`src/rtl/assert_macros.svh`:
```
// assertion macros shared by the keypad scan rtl
`ifndef ASSERT_MACROS_SVH
`define ASSERT_MACROS_SVH

`ifndef NO_ASSERTIONS
// same-cycle implication, checked at every rising edge out of reset
`define ASSERT_IMP(lbl, clk, rstn, ante, cons) \
    lbl: assert property (@(posedge clk) disable iff (!rstn) (ante) |-> (cons)) \
        else $error("%m: same-cycle check failed");
// next-cycle implication
`define ASSERT_NXT(lbl, clk, rstn, ante, cons) \
    lbl: assert property (@(posedge clk) disable iff (!rstn) (ante) |=> (cons)) \
        else $error("%m: next-cycle check failed");
`else
`define ASSERT_IMP(lbl, clk, rstn, ante, cons)
`define ASSERT_NXT(lbl, clk, rstn, ante, cons)
`endif

`endif

```
`src/rtl/kmsc_pkg.sv`:
```
`default_nettype none

package kmsc_pkg;

    // field widths
    localparam int CMD_W      = 3;
    localparam int KEY_W      = 4;
    localparam int MASK_W     = 3;
    localparam int DATA_W     = 16;
    localparam int CNT_W      = 5;
    localparam int RWAIT_W    = 14;
    localparam int SWAIT_W    = 16;
    localparam int WAIT_W     = 18;
    localparam int MODE_W     = 2;
    localparam int CFG_IDX_W  = 3;
    localparam int CFG_DATA_W = 16;

    // command codes
    localparam logic [CMD_W-1:0] CMD_KEY   = 3'd0;
    localparam logic [CMD_W-1:0] CMD_TICK  = 3'd1;
    localparam logic [CMD_W-1:0] CMD_START = 3'd2;
    localparam logic [CMD_W-1:0] CMD_CLEAR = 3'd3;
    localparam logic [CMD_W-1:0] CMD_READ  = 3'd4;

    // scan modes
    localparam logic [MODE_W-1:0] MODE_IDLE   = 2'd0;
    localparam logic [MODE_W-1:0] MODE_ANY    = 2'd1;
    localparam logic [MODE_W-1:0] MODE_SINGLE = 2'd2;
    localparam logic [MODE_W-1:0] MODE_CONT   = 2'd3;
    localparam int MODE_SCAN_BIT = 1;
    localparam int MODE_REP_BIT  = 0;

    // register indexes
    localparam logic [CFG_IDX_W-1:0] REG_SCAN_MODE  = 3'd0;
    localparam logic [CFG_IDX_W-1:0] REG_ROW_COUNT  = 3'd1;
    localparam logic [CFG_IDX_W-1:0] REG_COL_COUNT  = 3'd2;
    localparam logic [CFG_IDX_W-1:0] REG_ROW_WAIT   = 3'd3;
    localparam logic [CFG_IDX_W-1:0] REG_SCAN_WAIT  = 3'd4;
    localparam logic [CFG_IDX_W-1:0] REG_IRQ_ENABLE = 3'd5;

    // register reset values
    localparam logic [CNT_W-1:0] ROW_COUNT_RST = 5'd8;
    localparam logic [CNT_W-1:0] COL_COUNT_RST = 5'd8;

    // status bits
    localparam int ST_DONE = 0;
    localparam int ST_CHG  = 1;
    localparam int ST_ANY  = 2;

    // on key position
    localparam logic [KEY_W-1:0] ON_ROW = 4'd2;
    localparam logic [KEY_W-1:0] ON_COL = 4'd0;

    // extra ticks added to the gap between continuous scans
    localparam logic [WAIT_W-1:0] SCAN_GAP = 18'd2;

    // commands from the controller to the datapath
    typedef struct packed {
        logic load_item;
        logic on_wr;
        logic key_rd;
        logic key_wr;
        logic tick_dec;
        logic scan_rd;
        logic scan_wr;
        logic start;
        logic clr_status;
        logic walk_init;
        logic walk_rd;
        logic walk_rst;
        logic walk_wr;
        logic out_rd;
        logic out_load;
    } ctrl_cmd_t;

    // status from the datapath to the controller
    typedef struct packed {
        logic [CMD_W-1:0] cmd;
        logic             on_key_evt;
        logic             key_in_range;
        logic             scan_active;
        logic             wait_zero;
        logic             mode_any;
        logic             rows_zero;
        logic             walk_last;
    } dp_sts_t;

endpackage

`default_nettype wire

```
`src/rtl/kmsc_ctrl.sv`:
```
`default_nettype none
`include "assert_macros.svh"

module kmsc_ctrl (
    input  wire logic                aclk,
    input  wire logic                aresetn,
    input  wire logic                s_valid,
    output logic                     s_ready,
    output logic                     m_valid,
    input  wire logic                m_ready,
    input  wire kmsc_pkg::dp_sts_t   sts,
    output kmsc_pkg::ctrl_cmd_t      cmd
);
    import kmsc_pkg::*;

    typedef enum logic [11:0] {
        ST_IDLE    = 12'b0000_0000_0001,
        ST_DECODE  = 12'b0000_0000_0010,
        ST_KEY_RD  = 12'b0000_0000_0100,
        ST_KEY_WR  = 12'b0000_0000_1000,
        ST_SCAN_RD = 12'b0000_0001_0000,
        ST_SCAN_WR = 12'b0000_0010_0000,
        ST_ANY_CHK = 12'b0000_0100_0000,
        ST_ANY_RD  = 12'b0000_1000_0000,
        ST_ANY_ACC = 12'b0001_0000_0000,
        ST_ANY_WR  = 12'b0010_0000_0000,
        ST_OUT_RD  = 12'b0100_0000_0000,
        ST_OUT_LD  = 12'b1000_0000_0000
    } state_t;

    state_t state_reg, state_next;
    logic   m_valid_reg, m_valid_next;

    assign s_ready = (state_reg == ST_IDLE);
    assign m_valid = m_valid_reg;

    // sequencer
    always_comb begin
        state_next = state_reg;
        cmd        = '0;
        case (state_reg)
            ST_IDLE: begin
                if (s_valid) begin
                    cmd.load_item = 1'b1;
                    state_next    = ST_DECODE;
                end
            end
            ST_DECODE: begin
                case (sts.cmd)
                    CMD_KEY: begin
                        if (sts.on_key_evt) begin
                            cmd.on_wr  = 1'b1;
                            state_next = ST_OUT_RD;
                        end else if (sts.key_in_range) begin
                            state_next = ST_KEY_RD;
                        end else begin
                            state_next = ST_OUT_RD;
                        end
                    end
                    CMD_TICK: begin
                        if (sts.scan_active && sts.wait_zero) begin
                            state_next = ST_SCAN_RD;
                        end else begin
                            cmd.tick_dec = sts.scan_active;
                            state_next   = ST_OUT_RD;
                        end
                    end
                    CMD_START: begin
                        cmd.start  = 1'b1;
                        state_next = ST_ANY_CHK;
                    end
                    CMD_CLEAR: begin
                        cmd.clr_status = 1'b1;
                        state_next     = ST_ANY_CHK;
                    end
                    default: begin
                        state_next = ST_OUT_RD;
                    end
                endcase
            end
            ST_KEY_RD: begin
                cmd.key_rd = 1'b1;
                state_next = ST_KEY_WR;
            end
            ST_KEY_WR: begin
                cmd.key_wr = 1'b1;
                state_next = ST_ANY_CHK;
            end
            ST_SCAN_RD: begin
                cmd.scan_rd = 1'b1;
                state_next  = ST_SCAN_WR;
            end
            ST_SCAN_WR: begin
                cmd.scan_wr = 1'b1;
                state_next  = ST_OUT_RD;
            end
            ST_ANY_CHK: begin
                if (sts.mode_any && !sts.rows_zero) begin
                    cmd.walk_init = 1'b1;
                    state_next    = ST_ANY_RD;
                end else begin
                    state_next = ST_OUT_RD;
                end
            end
            ST_ANY_RD: begin
                cmd.walk_rd = 1'b1;
                if (sts.walk_last) begin
                    state_next = ST_ANY_ACC;
                end
            end
            ST_ANY_ACC: begin
                cmd.walk_rst = 1'b1;
                state_next   = ST_ANY_WR;
            end
            ST_ANY_WR: begin
                cmd.walk_wr = 1'b1;
                if (sts.walk_last) begin
                    state_next = ST_OUT_RD;
                end
            end
            ST_OUT_RD: begin
                cmd.out_rd = 1'b1;
                state_next = ST_OUT_LD;
            end
            ST_OUT_LD: begin
                if (!m_valid_reg || m_ready) begin
                    cmd.out_load = 1'b1;
                    state_next   = ST_IDLE;
                end
            end
            default: begin
                state_next = ST_IDLE;
            end
        endcase
    end

    // result beat valid
    always_comb begin
        m_valid_next = m_valid_reg;
        if (cmd.out_load) begin
            m_valid_next = 1'b1;
        end else if (m_ready) begin
            m_valid_next = 1'b0;
        end
    end

    always_ff @(posedge aclk) begin
        if (!aresetn) begin
            state_reg   <= ST_IDLE;
            m_valid_reg <= 1'b0;
        end else begin
            state_reg   <= state_next;
            m_valid_reg <= m_valid_next;
        end
    end

    `ASSERT_IMP(a_walk_mode, aclk, aresetn, state_reg == ST_ANY_RD, sts.mode_any)
    `ASSERT_IMP(a_out_free, aclk, aresetn, cmd.out_load, !m_valid_reg || m_ready)
    `ASSERT_IMP(a_scan_pair, aclk, aresetn, cmd.scan_wr, $past(cmd.scan_rd))

endmodule

`default_nettype wire

```
`src/rtl/kmsc_dp.sv`:
```
`default_nettype none
`include "assert_macros.svh"

module kmsc_dp #(
    parameter int MAX_ROWS = 16,
    parameter int MAX_COLS = 16
) (
    input  wire logic                              aclk,
    input  wire logic                              aresetn,
    input  wire logic                              cfg_wr_en,
    input  wire logic [kmsc_pkg::CFG_IDX_W-1:0]    cfg_wr_idx,
    input  wire logic [kmsc_pkg::CFG_DATA_W-1:0]   cfg_wr_data,
    input  wire logic [kmsc_pkg::CMD_W-1:0]        s_cmd,
    input  wire logic [kmsc_pkg::KEY_W-1:0]        s_key_row,
    input  wire logic [kmsc_pkg::KEY_W-1:0]        s_key_col,
    input  wire logic                              s_pressed,
    input  wire logic [kmsc_pkg::MASK_W-1:0]       s_clear_mask,
    input  wire logic [kmsc_pkg::KEY_W-1:0]        s_read_row,
    input  wire kmsc_pkg::ctrl_cmd_t               cmd,
    output kmsc_pkg::dp_sts_t                      sts,
    output logic                                   m_irq,
    output logic [kmsc_pkg::MASK_W-1:0]            m_status_bits,
    output logic [kmsc_pkg::DATA_W-1:0]            m_row_data,
    output logic                                   m_on_key
);
    import kmsc_pkg::*;

    localparam int ROW_AW    = (MAX_ROWS > 1) ? $clog2(MAX_ROWS) : 1;
    localparam int MEM_DEPTH = 1 << ROW_AW;
    localparam logic [CNT_W-1:0]  ROWS_LIM = CNT_W'(MAX_ROWS);
    localparam logic [CNT_W-1:0]  COLS_LIM = CNT_W'(MAX_COLS);
    localparam logic [DATA_W:0]   BIT_ONE  = (DATA_W+1)'(1);

    // captured item
    logic [CMD_W-1:0]  cmd_reg;
    logic [KEY_W-1:0]  key_row_reg;
    logic [KEY_W-1:0]  key_col_reg;
    logic              pressed_reg;
    logic [MASK_W-1:0] clear_mask_reg;
    logic [KEY_W-1:0]  read_row_reg;

    // configuration
    logic [MODE_W-1:0]  scan_mode_reg;
    logic [CNT_W-1:0]   row_count_reg;
    logic [CNT_W-1:0]   col_count_reg;
    logic [RWAIT_W-1:0] row_wait_reg;
    logic [SWAIT_W-1:0] scan_wait_reg;
    logic [MASK_W-1:0]  irq_en_reg;

    // scan state
    logic [MASK_W-1:0] status_reg, status_next;
    logic [CNT_W-1:0]  scan_row_reg, scan_row_next;
    logic [WAIT_W-1:0] wait_count_reg, wait_next;
    logic [MODE_W-1:0] active_mode_reg, mode_next;
    logic              on_level_reg, on_next;

    // row stores
    logic [MAX_COLS-1:0] key_map_mem   [MEM_DEPTH];
    logic [MAX_COLS-1:0] press_mem     [MEM_DEPTH];
    logic [MAX_COLS-1:0] row_data_mem  [MEM_DEPTH];
    logic [MEM_DEPTH-1:0] km_vld_reg, pl_vld_reg, rds_vld_reg;
    logic [MAX_COLS-1:0] km_rd_reg, pl_rd_reg, rds_rd_reg;

    // any-key walk
    logic [MAX_COLS-1:0] acc_reg;
    logic                acc_en_reg;
    logic [CNT_W-1:0]    walk_row_reg;
    logic                rd_hit_reg;

    // result register
    logic              irq_reg;
    logic [MASK_W-1:0] status_out_reg;
    logic [DATA_W-1:0] row_data_reg;
    logic              on_key_reg;

    logic [CNT_W-1:0]    eff_rows, eff_cols;
    logic [DATA_W:0]     mask_wide;
    logic [MAX_COLS-1:0] col_mask, key_bit, scan_d, acc_masked;
    logic [ROW_AW-1:0]   mem_addr;
    logic [CNT_W-1:0]    scan_row_inc;
    logic                scan_hit, scan_more, rd_en;
    logic                km_we, pl_we, rds_we;
    logic [MAX_COLS-1:0] km_wdata, pl_wdata, rds_wdata;

    // item capture
    always_ff @(posedge aclk) begin
        if (cmd.load_item) begin
            cmd_reg        <= s_cmd;
            key_row_reg    <= s_key_row;
            key_col_reg    <= s_key_col;
            pressed_reg    <= s_pressed;
            clear_mask_reg <= s_clear_mask;
            read_row_reg   <= s_read_row;
        end
    end

    // register writes
    always_ff @(posedge aclk) begin
        if (!aresetn) begin
            scan_mode_reg <= MODE_IDLE;
            row_count_reg <= ROW_COUNT_RST;
            col_count_reg <= COL_COUNT_RST;
            row_wait_reg  <= '0;
            scan_wait_reg <= '0;
            irq_en_reg    <= '0;
        end else if (cfg_wr_en) begin
            case (cfg_wr_idx)
                REG_SCAN_MODE:  scan_mode_reg <= cfg_wr_data[MODE_W-1:0];
                REG_ROW_COUNT:  row_count_reg <= cfg_wr_data[CNT_W-1:0];
                REG_COL_COUNT:  col_count_reg <= cfg_wr_data[CNT_W-1:0];
                REG_ROW_WAIT:   row_wait_reg  <= cfg_wr_data[RWAIT_W-1:0];
                REG_SCAN_WAIT:  scan_wait_reg <= cfg_wr_data[SWAIT_W-1:0];
                REG_IRQ_ENABLE: irq_en_reg    <= cfg_wr_data[MASK_W-1:0];
                default: begin
                end
            endcase
        end
    end

    // saturated counts and column mask
    assign eff_rows   = (row_count_reg > ROWS_LIM) ? ROWS_LIM : row_count_reg;
    assign eff_cols   = (col_count_reg > COLS_LIM) ? COLS_LIM : col_count_reg;
    assign mask_wide  = (BIT_ONE << eff_cols) - BIT_ONE;
    assign col_mask   = mask_wide[MAX_COLS-1:0];
    assign key_bit    = MAX_COLS'(BIT_ONE << key_col_reg);
    assign scan_d     = (km_rd_reg | pl_rd_reg) & col_mask;
    assign acc_masked = acc_reg & col_mask;

    assign scan_row_inc = scan_row_reg + CNT_W'(1);
    assign scan_hit     = scan_row_reg < eff_rows;
    assign scan_more    = scan_row_inc < row_count_reg;

    // shared row address
    always_comb begin
        if (cmd.key_rd || cmd.key_wr) begin
            mem_addr = key_row_reg[ROW_AW-1:0];
        end else if (cmd.scan_rd || cmd.scan_wr) begin
            mem_addr = scan_row_reg[ROW_AW-1:0];
        end else if (cmd.walk_rd || cmd.walk_wr) begin
            mem_addr = walk_row_reg[ROW_AW-1:0];
        end else begin
            mem_addr = read_row_reg[ROW_AW-1:0];
        end
    end

    // store write controls
    assign rd_en     = cmd.key_rd || cmd.scan_rd || cmd.walk_rd || cmd.out_rd;
    assign km_we     = cmd.key_wr;
    assign km_wdata  = pressed_reg ? (km_rd_reg | key_bit) : (km_rd_reg & ~key_bit);
    assign pl_we     = (cmd.key_wr && pressed_reg) || (cmd.scan_rd && scan_hit) || cmd.walk_rd;
    assign pl_wdata  = cmd.key_wr ? (pl_rd_reg | key_bit) : '0;
    assign rds_we    = (cmd.scan_wr && scan_hit) || cmd.walk_wr;
    assign rds_wdata = cmd.walk_wr ? acc_masked : scan_d;

    // key map store
    always_ff @(posedge aclk) begin
        if (km_we) begin
            key_map_mem[mem_addr] <= km_wdata;
        end
        if (rd_en) begin
            km_rd_reg <= km_vld_reg[mem_addr] ? key_map_mem[mem_addr] : '0;
        end
    end

    // press latch store
    always_ff @(posedge aclk) begin
        if (pl_we) begin
            press_mem[mem_addr] <= pl_wdata;
        end
        if (rd_en) begin
            pl_rd_reg <= pl_vld_reg[mem_addr] ? press_mem[mem_addr] : '0;
        end
    end

    // latched row data store
    always_ff @(posedge aclk) begin
        if (rds_we) begin
            row_data_mem[mem_addr] <= rds_wdata;
        end
        if (rd_en) begin
            rds_rd_reg <= rds_vld_reg[mem_addr] ? row_data_mem[mem_addr] : '0;
        end
    end

    // entry valid bits, unwritten entries read as zero
    always_ff @(posedge aclk) begin
        if (!aresetn) begin
            km_vld_reg  <= '0;
            pl_vld_reg  <= '0;
            rds_vld_reg <= '0;
        end else begin
            if (km_we) begin
                km_vld_reg[mem_addr] <= 1'b1;
            end
            if (pl_we) begin
                pl_vld_reg[mem_addr] <= 1'b1;
            end
            if (rds_we) begin
                rds_vld_reg[mem_addr] <= 1'b1;
            end
        end
    end

    // any-key accumulate, one row behind the read
    always_ff @(posedge aclk) begin
        if (cmd.walk_init) begin
            acc_reg <= '0;
        end else if (acc_en_reg) begin
            acc_reg <= acc_reg | km_rd_reg | pl_rd_reg;
        end
    end

    always_ff @(posedge aclk) begin
        if (!aresetn) begin
            acc_en_reg   <= 1'b0;
            walk_row_reg <= '0;
            rd_hit_reg   <= 1'b0;
        end else begin
            acc_en_reg <= cmd.walk_rd;
            if (cmd.walk_init || cmd.walk_rst) begin
                walk_row_reg <= '0;
            end else if (cmd.walk_rd || cmd.walk_wr) begin
                walk_row_reg <= walk_row_reg + CNT_W'(1);
            end
            if (cmd.out_rd) begin
                rd_hit_reg <= {1'b0, read_row_reg} < ROWS_LIM;
            end
        end
    end

    // status, scan position, timer, mode and ON key level
    always_comb begin
        status_next   = status_reg;
        scan_row_next = scan_row_reg;
        wait_next     = wait_count_reg;
        mode_next     = active_mode_reg;
        on_next       = on_level_reg;
        if (cmd.on_wr) begin
            on_next = pressed_reg;
        end
        if (cmd.clr_status) begin
            status_next = status_reg & ~clear_mask_reg;
        end
        if (cmd.start) begin
            mode_next = scan_mode_reg;
            if (scan_mode_reg[MODE_SCAN_BIT]) begin
                scan_row_next = '0;
                wait_next     = WAIT_W'(row_wait_reg);
            end else begin
                wait_next = '0;
            end
        end
        if (cmd.tick_dec) begin
            wait_next = wait_count_reg - WAIT_W'(1);
        end
        if (cmd.scan_wr) begin
            if (scan_hit && (rds_rd_reg != scan_d)) begin
                status_next[ST_CHG] = 1'b1;
            end
            scan_row_next = scan_row_inc;
            if (scan_more) begin
                wait_next = WAIT_W'(row_wait_reg);
            end else begin
                status_next[ST_DONE] = 1'b1;
                if (active_mode_reg[MODE_REP_BIT]) begin
                    scan_row_next = '0;
                    wait_next     = SCAN_GAP + WAIT_W'(scan_wait_reg) + WAIT_W'(row_wait_reg);
                end else begin
                    mode_next = MODE_IDLE;
                end
            end
        end
        if (cmd.walk_wr && (acc_masked != '0)) begin
            status_next[ST_ANY] = 1'b1;
        end
    end

    always_ff @(posedge aclk) begin
        if (!aresetn) begin
            status_reg      <= '0;
            scan_row_reg    <= '0;
            wait_count_reg  <= '0;
            active_mode_reg <= MODE_IDLE;
            on_level_reg    <= 1'b0;
        end else begin
            status_reg      <= status_next;
            scan_row_reg    <= scan_row_next;
            wait_count_reg  <= wait_next;
            active_mode_reg <= mode_next;
            on_level_reg    <= on_next;
        end
    end

    // result register
    always_ff @(posedge aclk) begin
        if (cmd.out_load) begin
            irq_reg        <= |(status_reg & irq_en_reg);
            status_out_reg <= status_reg;
            row_data_reg   <= rd_hit_reg ? DATA_W'(rds_rd_reg) : '0;
            on_key_reg     <= on_level_reg;
        end
    end

    assign m_irq         = irq_reg;
    assign m_status_bits = status_out_reg;
    assign m_row_data    = row_data_reg;
    assign m_on_key      = on_key_reg;

    // status toward the controller
    always_comb begin
        sts.cmd          = cmd_reg;
        sts.on_key_evt   = (key_row_reg == ON_ROW) && (key_col_reg == ON_COL);
        sts.key_in_range = ({1'b0, key_row_reg} < ROWS_LIM) && ({1'b0, key_col_reg} < COLS_LIM);
        sts.scan_active  = active_mode_reg[MODE_SCAN_BIT];
        sts.wait_zero    = (wait_count_reg == '0);
        sts.mode_any     = (active_mode_reg == MODE_ANY);
        sts.rows_zero    = (eff_rows == '0);
        sts.walk_last    = (walk_row_reg == (eff_rows - CNT_W'(1)));
    end

    `ASSERT_IMP(a_dec_nonzero, aclk, aresetn, cmd.tick_dec, wait_count_reg != '0)
    `ASSERT_IMP(a_walk_bound, aclk, aresetn, cmd.walk_wr, walk_row_reg < eff_rows)
    `ASSERT_NXT(a_start_mode, aclk, aresetn, cmd.start, active_mode_reg == $past(scan_mode_reg))

endmodule

`default_nettype wire

```
`src/rtl/keypad_matrix_scan_controller_unit.sv`:
```
`default_nettype none

// Keypad matrix scanner. Each input beat carries one command (key event, tick,
// start, status clear or data-row read) and produces exactly one result beat with
// the interrupt level, status bits, the stored data word of read_row and the ON key
// level. Items are handled one at a time by a state machine that walks three
// 16-entry row stores over one shared address per cycle. Each item is decoded,
// may read and write one row of the stores (scan tick or in-range key event),
// then reads the result row and loads the result register. An any-key check
// (active mode 1) reads all effective rows, then writes the folded result back
// to each of them, one row per cycle. The result register lets the next item be
// accepted while the previous result beat is still waiting. Register writes take effect at once.
module keypad_matrix_scan_controller_unit #(
    parameter int MAX_ROWS = 16,
    parameter int MAX_COLS = 16
) (
    input  wire logic                              aclk,
    input  wire logic                              aresetn,
    input  wire logic                              cfg_wr_en,
    input  wire logic [kmsc_pkg::CFG_IDX_W-1:0]    cfg_wr_idx,
    input  wire logic [kmsc_pkg::CFG_DATA_W-1:0]   cfg_wr_data,
    input  wire logic                              s_valid,
    output logic                                   s_ready,
    input  wire logic [kmsc_pkg::CMD_W-1:0]        s_cmd,
    input  wire logic [kmsc_pkg::KEY_W-1:0]        s_key_row,
    input  wire logic [kmsc_pkg::KEY_W-1:0]        s_key_col,
    input  wire logic                              s_pressed,
    input  wire logic [kmsc_pkg::MASK_W-1:0]       s_clear_mask,
    input  wire logic [kmsc_pkg::KEY_W-1:0]        s_read_row,
    output logic                                   m_valid,
    input  wire logic                              m_ready,
    output logic                                   m_irq,
    output logic [kmsc_pkg::MASK_W-1:0]            m_status_bits,
    output logic [kmsc_pkg::DATA_W-1:0]            m_row_data,
    output logic                                   m_on_key
);
    import kmsc_pkg::*;

    ctrl_cmd_t ctl_cmd;
    dp_sts_t   dp_sts;

    // sequencer
    kmsc_ctrl u_ctrl (
        .aclk    (aclk),
        .aresetn (aresetn),
        .s_valid (s_valid),
        .s_ready (s_ready),
        .m_valid (m_valid),
        .m_ready (m_ready),
        .sts     (dp_sts),
        .cmd     (ctl_cmd)
    );

    // stores, counters and result register
    kmsc_dp #(
        .MAX_ROWS (MAX_ROWS),
        .MAX_COLS (MAX_COLS)
    ) u_dp (
        .aclk          (aclk),
        .aresetn       (aresetn),
        .cfg_wr_en     (cfg_wr_en),
        .cfg_wr_idx    (cfg_wr_idx),
        .cfg_wr_data   (cfg_wr_data),
        .s_cmd         (s_cmd),
        .s_key_row     (s_key_row),
        .s_key_col     (s_key_col),
        .s_pressed     (s_pressed),
        .s_clear_mask  (s_clear_mask),
        .s_read_row    (s_read_row),
        .cmd           (ctl_cmd),
        .sts           (dp_sts),
        .m_irq         (m_irq),
        .m_status_bits (m_status_bits),
        .m_row_data    (m_row_data),
        .m_on_key      (m_on_key)
    );

endmodule

`default_nettype wire

```
`config.mk`:
```
export PLATFORM = sky130hd
export DESIGN_NAME = keypad_matrix_scan_controller_unit
export DESIGN_NICKNAME = d
export VERILOG_FILES = /design/src/rtl/kmsc_pkg.sv /design/src/rtl/kmsc_ctrl.sv /design/src/rtl/kmsc_dp.sv /design/src/rtl/keypad_matrix_scan_controller_unit.sv
export VERILOG_INCLUDE_DIRS = /design/src /design/src/rtl
export SDC_FILE = /design/constraint.sdc
export NUM_CORES = 1
export LEC_CHECK = 0
export BUFFER_PORTS_ARGS = -buffer_cell sky130_fd_sc_hd__buf_2
export CAP_MARGIN = 10
export CORE_MARGIN = 10
export CORE_UTILIZATION = 40
export CTS_CLUSTER_SIZE = 12
export DETAILED_ROUTE_END_ITERATION = 8
export SLEW_MARGIN = 20
export SYNTH_ARGS = -nofsm -noshare
export SYNTH_HDL_FRONTEND = slang
export SYNTH_SLANG_ARGS = --single-unit
```
`constraint.sdc`:
```
create_clock -name aclk -period 3.61 [get_ports aclk]
set_clock_uncertainty 0.1 [all_clocks]
set_input_delay 0.5415 -clock aclk [delete_from_list [all_inputs] [get_ports aclk]]
set_output_delay 0.5415 -clock aclk [all_outputs]
set_load 0.005 [all_outputs]
```
==> impl_metrics.ini <==
[grt]
grt_pass1_wl_mm = 179
grt_pass1_vias = 27660
grt_max_degree = 74
grt_overflow = 0
antenna_found_initial = 0
grt_util_all_layers = 0.192

[die]
die_x_um = 347
num_rows = 120
io_pins = 66
initial_core_util = 0.402
coreArea_sq_mm = 0.107
dieArea_sq_mm = 0.121
die_y_um = 347

[clocking]
htreeDepth = 3
path_clk_slew_ps = 60
clk_path_buf_depth = 3
cts_root_buffer = clkbuf_16
cts.sinks = 1014
cts_tree = done
numCtsBuffers = 108
clock_latency_ps = 700

[power_and_ir_drop]
power_density_mw_per_mm2 = 497
seqPwrFrac = 0.507
p_total_mw = 25.0
intPower_mw = 19.4
clock_power_share = 0.431
p_leak_nw = 17.8
swShare = 0.225
pwr-share-comb = 0.063
peakVddDrop_mv = 0.407
p_sw_mw = 5.62

[route]
vias = 28722
initialDrtViolationCount = 2976
drc = 0
wl_per_cell_um = 23.4
avgViaCountPerCell = 5.63
wl_mm = 119
antenna_left = 0
firstDrtPassIters = 7

[synth]
ys_types = 83
postSynthAreaPerCell_sq_um = 12.6
ys_seq_elements = 1014
synth_fp_nets = 3485
async_reset_ff_frac = 0
synth.cell_area_sq_mm = 0.0429
synth_flop_cell = edfxtp_1
synthDominantCellAreaShare = 0.599
syn_inst = 3412
ys_seq_area_frac = 0.673
yosysWarningCount = 0
synth_area_leaders = edfxtp_1, dfxtp_1, nand2_1
synth_area_leader_cell = edfxtp_1
synth-edff-count = 856

[worst_setup_path]
crit_required_ps = 4000
worstPathCellList = nor4_4 > buf_4 > and3_1 > o21ai_1 > a32o_4 > buf_12 > buf_4 > nand2_1 > and3_1 > a311o_1 > a32oi_1
endpoint_kind = flop
worstSetupPathType = flop to flop
arrival_ps = 3890
slowest_stage = dfxtp_1
rr_worst_depth = 11
slowest_delay_ps = 490
critical_path.max_fanout = 31
start_kind = flop

[layout]
nets = 3678
area_delta_synth_final_pct = 17.3
drive_gt1_frac = 0.143
reg_top3 = u_dp.key_map_mem: 256 flops, u_dp.press_mem: 256 flops, u_dp.row_data_mem: 256 flops
utilization = 0.471

[timing]
worst_pin_slew_ps = 1100
fmax_mhz = 286
maxSlewHeadroom = 0.267
slew_viol_final = 0
rsz0062_at_grt = yes
hold_viol_final = 0
final.min_clock_period_ps = 3500
min_period_over_period = 0.969
setup_viol = 0
whs_ps = 19.9

[run]
cap_violations = 0

[placement]
dp_hpwl_mm = 74.8
portBuffers = 65
place.gp.congestion = 0.878

[status]
status = complete, no violations

[min_path]
min_delay_path_depth = 3
hp-class = input port to flop
final timing paths:
path	startpoint	to	slack, ps
worst max-delay path	u_ctrl.state_reg[3]$_SDFFE_PN0P_	u_dp.rds_rd_reg[6]$_SDFFCE_PN0P_	110
worst min-delay path	cfg_wr_data[15]	u_dp.scan_wait_reg[15]$_SDFFE_PN0P_	20
worst max register to register	u_ctrl.state_reg[3]$_SDFFE_PN0P_	u_dp.rds_rd_reg[6]$_SDFFCE_PN0P_	110
worst min register to register	u_dp.on_level_reg$_SDFFE_PN0P_	u_dp.m_on_key$_DFFE_PP_	360
placed cells by master (no fill, tap or decap), types with 11 or more instances in the layout:
| cell | count |
|---|---|
| nor3_1 | 28 |
| and2_1 | 22 |
| buf_12 | 49 |
| nand3_1 | 154 |
| inv_1 | 45 |
| a32oi_1 | 99 |
| nor2_2 | 15 |
| nor3_2 | 29 |
| edfxtp_1 | 856 |
| nand2_1 | 735 |
| a21o_1 | 12 |
| clkbuf_8 | 11 |
| nor2_1 | 113 |
| ha_1 | 29 |
| a211oi_1 | 13 |
| nor2b_1 | 13 |
| dlygate4sd3_1 | 27 |
| xnor2_1 | 31 |
| o21a_1 | 54 |
| nand2b_1 | 11 |
| dfxtp_1 | 158 |
| o21ai_0 | 41 |
| a21oi_1 | 121 |
| xor2_1 | 28 |
| and3_1 | 111 |
| clkbuf_16 | 110 |
| buf_2 | 65 |
| nor4_1 | 12 |
| clkbuf_1 | 35 |
| buf_4 | 146 |
| mux2_2 | 18 |
| clkinv_1 | 18 |
| mux2i_1 | 182 |
| nand4_1 | 13 |
| a311o_1 | 96 |
cells by family (layout without fill, tap and decap cells):
kind of cell | Yosys count | after routing | share of synthesized area
simple gates | 1319 | 1319 | 0.138
flops | 1014 | 1014 | 0.673
compound gates | 533 | 533 | 0.0952
buf+inv | 255 | 537 | 0.0248
mux | 201 | 201 | 0.0475
xor+xnor | 59 | 59 | 0.0120
fa+ha+maj | 31 | 31 | 0.00916
other cells | 0 | 1 | 0
stage by stage:
| step | worst slack (ps) | instance area (sq um) | TNS (ps) | std cells |
|---|---|---|---|---|
| 3_5_place_dp | -20.1 | 46500 | -74.0 | 4868 |
| 3_3_place_gp | 60.8 | 46500 | 0 | 4868 |
| 2_1_floorplan | -370 | 42900 | -156090 | 3412 |
| 6_report | 113 | 50300 | 0 | 5098 |
| 4_1_cts | 93.6 | 50200 | 0 | 5095 |
| 5_1_grt | -8.93 | 50300 | -8.93 | 5097 |
layout make-up:
class                      count  area, sq um
tap                         1403         1760
fill                        9373        56400
inverter                      46          173
clock buffer                 156         3040
clock inverter                43          415
multi-input combinational   2143        13300
sequential                  1014        28900
antenna                        1         2.50
timing repair buffer         292         2730
power by group through the flow:
stage	registers [mW]	logic (mW)	clock network, mW
4_1_cts	12.7	1.56	10.9
2_1_floorplan	12.9	0.960	0
3_3_place_gp	12.9	1.51	0
5_1_grt	12.7	1.69	11.4
6_report	12.7	1.57	10.8
3_5_place_dp	12.9	1.52	0
cell usage after synthesis (6+ instances only):
master / number
mux2_2: 18
inv_1: 45
and2_1: 22
buf_1: 8
a32oi_2: 6
a21o_1: 12
buf_2: 74
nand2b_1: 11
nor3_1: 61
a32oi_1: 99
nand3b_1: 7
mux2i_1: 182
nor2_1: 130
ha_1: 29
dfxtp_1: 158
a311o_1: 96
a211oi_1: 18
nand4_1: 13
a31oi_1: 6
nor4_1: 12
xor2_1: 28
edfxtp_1: 856
or4_1: 6
a21oi_1: 123
nor2b_1: 14
nand2_1: 737
xnor2_1: 31
a22oi_1: 8
o22ai_1: 8
and3_1: 111
o21a_1: 54
clkbuf_1: 123
nand3_1: 155
o21ai_0: 42
worst max-delay path, delay by kind of cell, from the launching register on:
kind                   cells  cell delay, ps
AOI/OAI and AO/OA          4            1460
buffers and inverters      3             680
DFF                        1             490
and+or+nand+nor            4             530
what timing repair did:
action	in CTS	in global routing
setup buffers	1	2
endpoints found under the setup margin	27	117
gates resized for setup	2	13
pin swaps	1	1
hold endpoints to repair	34	0
hold buffers	27	0
metal layers:
metal | vias up | share of wire | global-route usage
li1 | 13149 | - | -
met1 | 14441 | 0.44 | 0.267
met2 | 982 | 0.47 | 0.314
met3 | 150 | 0.067 | 0.0279
met4 | 0 | 0.021 | 0.0506
met5 | - | 0 | 0
No activity file was read; power rests on OpenSTA's default activity.
